$ cat src/rtl/wpts_pkg.sv
// ----------------------------------------------------------------------------
// wpts_pkg
// Shared types and constants for the wrapped palette texture sampler.
// ----------------------------------------------------------------------------
package wpts_pkg;

  // Field widths
  localparam int CMD_W      = 2;
  localparam int COORD_W    = 16;   // integer part of a Q16.16 coordinate
  localparam int SIDE_W     = 9;    // texture side, 0..MAX_SIDE
  localparam int IDX_W      = 8;    // texel index / palette address
  localparam int TEXEL_AW   = 16;   // texel store address
  localparam int COLOR_W    = 32;
  localparam int CFG_IDX_W  = 2;
  localparam int CFG_DATA_W = 9;

  // Wrap unit: restoring remainder, four bits per stage
  localparam int BITS_PER_STAGE = 4;
  localparam int DIV_STAGES     = COORD_W / BITS_PER_STAGE;
  localparam int WRAP_LAT       = DIV_STAGES + 2;

  localparam int TEXEL_DEPTH   = 1 << TEXEL_AW;
  localparam int PALETTE_DEPTH = 1 << IDX_W;

  localparam logic [SIDE_W-1:0]  MAX_SIDE   = SIDE_W'(256);
  localparam logic [COLOR_W-1:0] GREY_ALPHA = 32'hFF00_0000;

  typedef enum logic [CMD_W-1:0] {
    CMD_WRITE_TEXEL   = 2'd0,
    CMD_WRITE_PALETTE = 2'd1,
    CMD_SAMPLE        = 2'd2
  } cmd_e;

  typedef enum logic [CFG_IDX_W-1:0] {
    REG_TEXTURE_WIDTH  = 2'd0,
    REG_TEXTURE_HEIGHT = 2'd1,
    REG_PALETTE_ENABLE = 2'd2
  } reg_e;

  typedef struct packed {
    logic [CMD_W-1:0]   cmd;
    logic signed [31:0] u_coord;
    logic signed [31:0] v_coord;
    logic [15:0]        write_address;
    logic [31:0]        write_data;
  } in_item_t;

  typedef struct packed {
    logic [IDX_W-1:0]   texel_index;
    logic [COLOR_W-1:0] argb_color;
  } out_item_t;

  // Per-stage control that travels alongside the datapath
  typedef struct packed {
    logic [CMD_W-1:0] cmd;
    logic [15:0]      write_address;
    logic [31:0]      write_data;
  } ctl_t;

endpackage

$ cat src/rtl/wpts_wrap.sv
// ----------------------------------------------------------------------------
// wpts_wrap
// Pipelined true modulo of a signed integer coordinate into [0, side).
// ----------------------------------------------------------------------------
module wpts_wrap (
  input  logic                                clk_i,
  input  logic signed [wpts_pkg::COORD_W-1:0] coord_i,
  input  logic [wpts_pkg::SIDE_W-1:0]         side_i,
  output logic [wpts_pkg::IDX_W-1:0]          wrapped_o
);

  localparam int CW = wpts_pkg::COORD_W;
  localparam int SW = wpts_pkg::SIDE_W;
  localparam int NS = wpts_pkg::DIV_STAGES;
  localparam int BS = wpts_pkg::BITS_PER_STAGE;

  logic [CW-1:0] mag_q [NS+1];
  logic          neg_q [NS+1];
  logic [SW-1:0] rem_q [NS+1];
  logic [SW-1:0] rem_d [NS];
  logic [wpts_pkg::IDX_W-1:0] wrapped_q;

  // Split into sign and magnitude; the most negative value fits unsigned
  always_ff @(posedge clk_i) begin
    mag_q[0] <= coord_i[CW-1] ? CW'(-coord_i) : CW'(coord_i);
    neg_q[0] <= coord_i[CW-1];
    rem_q[0] <= '0;
  end

  for (genvar s = 0; s < NS; s++) begin : g_div
    logic [SW:0]   trial;
    logic [SW-1:0] part;

    always_comb begin
      part  = rem_q[s];
      trial = '0;
      for (int k = 0; k < BS; k++) begin
        trial = {part, mag_q[s][CW-1-s*BS-k]};
        if (trial >= {1'b0, side_i}) begin
          trial = trial - {1'b0, side_i};
        end
        part = trial[SW-1:0];
      end
      rem_d[s] = part;
    end

    always_ff @(posedge clk_i) begin
      mag_q[s+1] <= mag_q[s];
      neg_q[s+1] <= neg_q[s];
      rem_q[s+1] <= rem_d[s];
    end
  end

  // Fold a negative remainder back into range
  always_ff @(posedge clk_i) begin
    if (neg_q[NS] && (rem_q[NS] != '0)) begin
      wrapped_q <= wpts_pkg::IDX_W'(side_i - rem_q[NS]);
    end else begin
      wrapped_q <= wpts_pkg::IDX_W'(rem_q[NS]);
    end
  end

  assign wrapped_o = wrapped_q;

endmodule

$ cat config.mk
export PLATFORM = sky130hd
export DESIGN_NAME = wpts_wrap
export DESIGN_NICKNAME = d
export VERILOG_FILES = /design/src/rtl/wpts_pkg.sv /design/src/rtl/wpts_wrap.sv
export SDC_FILE = /design/constraint.sdc
export NUM_CORES = 1
export LEC_CHECK = 0
export ABC_AREA = 1
export BUFFER_PORTS_ARGS = -buffer_cell sky130_fd_sc_hd__buf_2
export CORE_ASPECT_RATIO = 0.8
export CORE_MARGIN = 2
export CORE_UTILIZATION = 65
export CTS_BUF_LIST = sky130_fd_sc_hd__clkbuf_8
export DETAILED_ROUTE_END_ITERATION = 12
export PLACE_DENSITY = 0.83
export SETUP_SLACK_MARGIN = 0.1
export SYNTH_ARGS = -nofsm -noshare
export SYNTH_HDL_FRONTEND = slang
export SYNTH_SLANG_ARGS = --single-unit
$ cat constraint.sdc
create_clock -name clk_i -period 15.2 [get_ports clk_i]
set_clock_uncertainty 0.2 [all_clocks]
set_input_delay 0.76 -clock clk_i [delete_from_list [all_inputs] [get_ports clk_i]]
set_output_delay 0.76 -clock clk_i [all_outputs]
set_load 0.01 [all_outputs]
======== Word-level counts from Yosys, hierarchy flattened ========
Memories as Yosys holds them, arrays and structs flattened.
Index checks and enable logic that the tools add are counted.
storage, ports and cells
  memories ................................ 3
  register bits ........................... 8
  output and inout bits ................... 8
  word-level logic and storage cells ...... 58
  RAM bits ................................ 130
  input bits .............................. 26
memory list
  memory  words  width  read ports  clocked after Yosys merged registers in  write ports  RTL line         source
  mag_q   5      16     4           0                                        5            wpts_wrap.sv:17  logic [CW-1:0] mag_q [NS+1];
  rem_q   5      9      5           0                                        5            wpts_wrap.sv:19  logic [SW-1:0] rem_q [NS+1];
  neg_q   5      1      5           0                                        5            wpts_wrap.sv:18  logic neg_q [NS+1];
cells by class
  order comparisons ....................... 16
  reduce and logical (&&, ||, !) cells .... 2
  add/subtract/negate cells ............... 18
  muxes and demuxes ....................... 18
operators with widths
  cell                                                           count
  10-bit by 9-bit greater-or-equal comparator with 1-bit output  16
  9-bit two-way mux                                              16
  9-bit subtractor                                               16
  16-bit two-way mux                                             1
  16-bit negation                                                1
  9-bit nonzero test                                             1
  8-bit two-way mux                                              1
  8-bit subtractor                                               1
  1-bit logical AND                                              1

======== Logic depth before layout (Yosys ltp) ========
Gate-level depths: netlist (run 1).
An unclocked memory read counts as a cell.
  depth in word-level cells ............... 9
  mapped depth ............................ 48
  depth with buffers taken out ............ 46

======== Least setup slack after synthesis (run 1) ========
Ideal clock, no wire load.
  kind .................................... input -> register
  from .................................... input port side_i[1] (netlist name)
  to ...................................... memory rem_q[0][18] (netlist name)
  stages .................................. 43
  required time ........................... 14.942 ns
  buffers on the path ..................... 1
  setup slack ............................. 7.809 ns
  library setup time ...................... 0.058 ns
  arrival ................................. 7.133 ns
  cell sequence ........................... inv_1 ha_1 inv_1 nor2_1 nand3_2 nand2_2 nor2_2 nand2_2 o21ai_0 inv_1 fa_1 inv_1 nand3_1 nand2_1 nand2_1 nand2_1 a21oi_2 nand2_4 (+7 left out) nor2_1 inv_1 nand2_1 nand3_1 a21oi_2 nand3_4 nand2_1 nand2_1 fa_1 nand3_1 nand3_1 a21oi_1 o21ai_0 a21boi_0 inv_1 a21oi_4 nand3_1 nand2_1
RTL lines
  element      RTL line         source
  from (decl)  wpts_wrap.sv:8   input logic [wpts_pkg::SIDE_W-1:0] side_i,
  to (decl)    wpts_wrap.sv:19

==> flow_summary.json, run 1 <==
{
  "status": "complete, no violations",
  "die_area_um2": 17700,
  "yosysUniqueCellTypes": 50,
  "synthMuxAreaShare_pct": 0,
  "worst_pin_slew_ps": 564,
  "drc": 0,
  "clock_latency_ps": 390,
  "nets": 1814,
  "grt_max_degree": 26,
  "crit_buf_inv": 4,
  "wire_per_inst_um": 14.9,
  "start_util_pct": 65.8,
  "io_buffers": 33,
  "num_vias": 10371,
  "place_inst": 1836,
  "syn_inst": 1583,
  "worstPathArrival_ps": 8020,
  "hold_start": "mag_q[0][3]$_DFF_P_",
  "clk_pin_slew_ps": 100,
  "ff2ff_path_depth": 42,
  "fin_area_um2": 11500,
  "synth_area_per_cell_um2": 6.84,
  "max_slew_margin_pct": 62.3,
  "drt_iter0_markers": 703,
  "drive_gt1_share_pct": 12.1,
  "cts_tree": "done",
  "gp_congestion": 0.925,
  "ys.flop_type": "dfxtp_1",
  "hp-class": "flip-flop to flip-flop",
  "reg2reg_slack_ps": 8050,
  "critPathKind": "input pin to flip-flop",
  "slowest_delay_ps": 540,
  "ctsHoldBuffers": 0,
  "finalCriticalPeriod_ps": 7890,
  "cp.depth": 38,
  "hold_depth": 0,
  "cts_sinks": 89,
  "hold_end": "mag_q[0][19]$_DFF_P_",
  "grtUsageTotal_pct": 31.4,
  "h-tree-depth": 3,
  "crit_path_start_kind": "input pin",
  "ys_seq_elements": 89,
  "grt_overflow": 0,
  "synth_adder_area_share_pct": 19.7,
  "required_ps": 15330,
  "final_cells": 1853,
  "rsz0062_at_grt": "false",
  "fin_hold_ws_ps": 134,
  "yosysSeqAreaShare_pct": 16.5,
  "synth_top_family_by_area": "simple AND/OR/NAND/NOR gates",
  "antenna_found_initial": 3,
  "cts_resized": 0,
  "slowest_stage": "fa_1",
  "setup_violations": 0,
  "cap_violations": 0,
  "hold_viol_final": 0,
  "fill_cells": 1415,
  "worstSetupEndpointType": "flip-flop",
  "die_height_um": 119,
  "synth_compound_area_share_pct": 11.9,
  "ios": 34,
  "critPathTopFamily": "simple AND/OR/NAND/NOR gates",
  "synth_area_um2": 10800,
  "routed_via_density": 5.60,
  "core_area_um2": 16400,
  "synthSimpleGateAreaFrac_pct": 35.3,
  "dp_hpwl_um": 21700,
  "finalMaxSlewViolations": 0,
  "crit_path_frequent_cell": "nand2_1",
  "yosys.area_share.xor_xnor_pct": 7.93,
  "postRouteAntennaNets": 0,
  "period_share_pct": 51.9,
  "area_growth_pct": 6.03,
  "die_w_um": 148,
  "drtPass1Iterations": 5,
  "cts.path.max_buffers": 2,
  "grt_pass1_vias": 9548,
  "synth_edf_count": 0,
  "finalSetupTns_ps": 0,
  "max_freq_ghz": 0.127,
  "r2r-end": "rem_q[0][25]$_DFF_P_",
  "grt_pass1_wl_um": 45400,
  "post_cts_buffers": 0,
  "numCtsBuffers": 9,
  "critPathMaxFanout": 25,
  "wl_um": 27600,
  "cts_root_buf": "clkbuf_8",
  "yosysWarnings": 0,
  "dpl_cell_area_um2": 11300,
  "r2r-start": "mag_q[0][27]$_DFF_P_",
  "synthesis.nets": 1770,
  "fp-row-count": 42,
  "synth_async_sr_flop_share_pct": 0
}
## Yosys cell counts, types with 5 or more instances
cell type | n | area share, %
nand3_4 | 9 | 1.5
o21bai_1 | 11 | 0.76
nor2_2 | 5 | 0.29
nor3_1 | 23 | 1.1
o21ai_2 | 23 | 1.9
o21ai_0 | 32 | 1.5
nand2_1 | 470 | 16
nor2_1 | 52 | 1.8
a31oi_1 | 15 | 0.87
a21oi_1 | 69 | 3.2
xnor2_1 | 25 | 2.0
nand3_1 | 127 | 5.9
inv_2 | 8 | 0.28
nand4_1 | 25 | 1.4
fa_1 | 16 | 3.0
dfxtp_1 | 89 | 16
or2_2 | 12 | 0.69
and3_1 | 5 | 0.29
a21oi_2 | 7 | 0.57
a21o_1 | 7 | 0.49
nand3_2 | 10 | 0.92
a21oi_4 | 6 | 0.90
nor2_8 | 5 | 0.92
xor2_1 | 73 | 5.9
nand2_2 | 37 | 2.1
inv_1 | 221 | 7.7
ha_1 | 145 | 17
nand2_4 | 8 | 0.83
## flip-flops by register name, summed over array words and instances, names as in the netlist
| name | count |
|---|---|
| wrapped_o | 8 |
| rem_q | 36 |
| mag_q | 40 |
| neg_q | 5 |
## worst register-to-register path: cells and delay by family (launching register included)
family | cells | cell delay (ps)
fa+ha+maj | 5 | 1810
flops | 1 | 320
buf+inv | 6 | 600
simple gates | 23 | 2330
compound gates | 8 | 1830
## worst max path at each step
stage / startpoint / end / slack, ps
3_5_place_dp: side_i[1] / rem_q[0][40]$_DFF_P_ / 6970
5_1_grt: side_i[1] / rem_q[0][32]$_DFF_P_ / 6560
4_1_cts: side_i[1] / rem_q[0][40]$_DFF_P_ / 7350
3_3_place_gp: side_i[1] / rem_q[0][40]$_DFF_P_ / 7090
2_1_floorplan: side_i[1] / rem_q[0][18]$_DFF_P_ / 7810
6_report: side_i[1] / rem_q[0][40]$_DFF_P_ / 7310
## placed cells by master, fill, tap and decap left out, types with 32 or more instances in the layout
cell type | netlist | layout
nand3_1 | 127 | 127
inv_1 | 221 | 221
o21ai_0 | 32 | 32
nor2_1 | 52 | 52
dfxtp_1 | 89 | 89
nand2_2 | 37 | 37
a21oi_1 | 69 | 69
nand2_1 | 470 | 470
ha_1 | 145 | 145
xor2_1 | 73 | 73
buf_2 | 3 | 33
## metal layers
| metal | global-route usage (%) | up-vias | routed length [µm] |
|---|---|---|---|
| met4 | 7.92 | 2 | 463 |
| met1 | 45.4 | 4675 | 12900 |
| met5 | 0 | - | 11 |
| li1 | - | 5271 | - |
| met2 | 48.2 | 380 | 11900 |
| met3 | 5.67 | 43 | 2350 |
## logic make-up after synthesis
kind of cell | count (synthesis)
adder cells (fa/ha/maj) | 161
buffers and inverters | 239
AND/OR/NAND/NOR | 802
AO/OA/AOI/OAI | 194
flip-flops | 89
XOR/XNOR | 98
## layout make-up
| cell class | count | area, µm² | area share [%] |
|---|---|---|---|
| Antenna cell | 1 | 2.50 | 0.0218 |
| Clock buffer | 9 | 124 | 1.08 |
| Clock inverter | 7 | 98.8 | 0.861 |
| Inverter | 232 | 873 | 7.61 |
| Multi-Input combinational cell | 1255 | 8110 | 70.6 |
| Sequential cell | 89 | 1780 | 15.5 |
| Tap cell | 220 | 275 | 2.40 |
| Timing Repair Buffer | 40 | 218 | 1.90 |
## stage by stage
| stage | setup WS [ps] | util (%) |
|---|---|---|
| after floorplan | 7810 | - |
| after global placement | 7090 | 68.4 |
| after detailed placement | 6970 | 68.4 |
| after CTS | 7350 | 69.8 |
| after global routing | 6560 | 69.8 |
| final | 7310 | 69.8 |
Power of run 1 is left out: the tool's default activity adds up to more than one toggle a clock period on the data nets, which glitch-free logic cannot reach.
==> run 2, diff against run 1 <==
--- a/config.mk
+++ b/config.mk
@@ -9,10 +9,10 @@
 export BUFFER_PORTS_ARGS = -buffer_cell sky130_fd_sc_hd__buf_2
 export CORE_ASPECT_RATIO = 0.8
 export CORE_MARGIN = 2
-export CORE_UTILIZATION = 65
+export CORE_UTILIZATION = 60
 export CTS_BUF_LIST = sky130_fd_sc_hd__clkbuf_8
 export DETAILED_ROUTE_END_ITERATION = 12
-export PLACE_DENSITY = 0.83
+export PLACE_DENSITY = 0.8
 export SETUP_SLACK_MARGIN = 0.1
 export SYNTH_ARGS = -nofsm -noshare
 export SYNTH_HDL_FRONTEND = slang
==> constraint.sdc (replaced) <==
create_clock -name clk_i -period 6.4 [get_ports clk_i]
set_clock_uncertainty 0.2 [all_clocks]
set_input_delay 0.32 -clock clk_i [delete_from_list [all_inputs] [get_ports clk_i]]
set_output_delay 0.32 -clock clk_i [all_outputs]
set_load 0.01 [all_outputs]
==> run 2 against run 1 <==
  * Hold slack got worse by 110 ps
  * Cell area rose by 24%
  * Flip-flop and latch count did not move
  * Non-clock buffer count rose by 158
  * Register-to-register slack got worse by 7900 ps
  * Count of clock-buffer cells in the layout did not move
  * Via count rose by 13%
  * Critical path type unchanged
==> flow_summary.json, run 2 (synthesis gave the netlist of run 1 again) <==
{
  "cts_root_buf": "clkbuf_8",
  "dp_hpwl_um": 24800,
  "slowest_delay_ps": 370,
  "hold_viol_final": 0,
  "finalMaxSlewViolations": 0,
  "required_ps": 6560,
  "cts_tree": "done",
  "worst_pin_slew_ps": 405,
  "routed_via_density": 5.78,
  "drive_gt1_share_pct": 30.4,
  "cts_sinks": 89,
  "worstSetupEndpointType": "flip-flop",
  "status": "complete, no violations",
  "clock_latency_ps": 410,
  "cap_violations": 0,
  "final_cell_mix": "nand2_1 (426), inv_1 (204), buf_4 (145)",
  "r2r-start": "mag_q[0][27]$_DFF_P_",
  "finalSetupTns_ps": 0,
  "largest_register_ffs": 40,
  "grt_overflow": 0,
  "wire_per_inst_um": 17.3,
  "crit_path_frequent_cell": "nand2_1",
  "crit_path_start_kind": "input pin",
  "start_util_pct": 61.9,
  "core_area_um2": 17500,
  "finalCriticalPeriod_ps": 6250,
  "layout_commonest_cell": "nand2_1",
  "antenna_found_initial": 1,
  "grt_pass1_wl_um": 50900,
  "drt_iter0_markers": 1129,
  "cts.path.max_buffers": 2,
  "ff2ff_path_depth": 43,
  "worstPathArrival_ps": 6410,
  "fin_hold_ws_ps": 24.8,
  "die_height_um": 124,
  "die_area_um2": 19100,
  "clk_pin_slew_ps": 110,
  "num_vias": 11706,
  "drtPass1Iterations": 6,
  "die_w_um": 154,
  "grt_max_degree": 20,
  "max_slew_margin_pct": 72.8,
  "hp-class": "input pin to flip-flop",
  "endpoint": "rem_q[0][38]$_DFF_P_",
  "drc": 0,
  "setup_violations": 0,
  "postRouteAntennaNets": 0,
  "critPathMaxFanout": 7,
  "gp_congestion": 1.02,
  "r2r-end": "rem_q[0][26]$_DFF_P_",
  "area_growth_pct": 31.0,
  "max_freq_ghz": 0.160,
  "nets": 1981,
  "numCtsBuffers": 9,
  "slowest_stage": "fa_2",
  "critPathKind": "input pin to flip-flop",
  "h-tree-depth": 3,
  "ios": 34,
  "grt_pass1_vias": 10474,
  "period_share_pct": 97.6,
  "rsz0062_at_grt": "true",
  "top_register": "mag_q",
  "wl_um": 35000,
  "reg2reg_slack_ps": 170,
  "crit_start": "side_i[7]",
  "io_buffers": 33,
  "grtUsageTotal_pct": 33.3,
  "fp-row-count": 43
}
[run 2: per-layer routing]
layer | track usage, % | up-vias | share of wire, %
met5 | 0 | - | 0
met4 | 10.8 | 0 | 4.1
met3 | 5.60 | 136 | 7.8
met2 | 56.0 | 573 | 46
met1 | 44.1 | 5365 | 42
li1 | - | 5632 | -
[run 2: how the worst min path moves through the flow]
| stage | from | endpoint | slack [ps] | cells past startpoint |
|---|---|---|---|---|
| floorplan | mag_q[0][0]$_DFF_P_ | mag_q[0][16]$_DFF_P_ | 110 | 0 |
| finish | coord_i[7] | mag_q[0][7]$_DFF_P_ | 20 | 3 |
| global route | coord_i[7] | mag_q[0][7]$_DFF_P_ | 30 | 3 |
| CTS | coord_i[2] | mag_q[0][2]$_DFF_P_ | 6 | 3 |
| detailed placement | mag_q[0][1]$_DFF_P_ | mag_q[0][17]$_DFF_P_ | 110 | 0 |
| global placement | mag_q[0][11]$_DFF_P_ | mag_q[0][27]$_DFF_P_ | 110 | 0 |
[run 2: worst max-delay path: cells and delay by family]
kind	cells	cell delay, ps
simple gates	22	2030
compound gates	11	1960
fa+ha+maj	4	1200
buf+inv	7	900
[run 2: per-stage QoR]
stage | std cells | area (µm²) | setup slack [ps] | utilization, %
floorplan | 1583 | 11200 | 48.6 | -
global placement | 1930 | 12300 | -153 | 70.5
detailed placement | 1930 | 12300 | -269 | 70.5
CTS | 1971 | 12800 | 84.1 | 73.2
global route | 2025 | 14200 | -148 | 81.1
finish | 2025 | 14200 | 155 | 81.1
[run 2: timing repair]
item / 4_1_cts / 5_1_grt
hold buffers: 11 / 0
endpoints found under the hold margin: 11 / 0
cloned: 5 / 4
resized for setup: 8 / 191
setup endpoints to repair: 27 / 36
pin swaps: 7 / 87
buffers inserted: 9 / 49
[run 2: cell type report]
cell class	instances	area [µm²]
inverter	232	897
clock inverter	7	81.3
antenna	1	2.50
multi-input combinational	1264	9500
clock buffer	9	124
tap	225	282
sequential	89	1790
timing repair buffer	198	1510
fill	1122	3300
Power of run 2 is left out for the same reason.
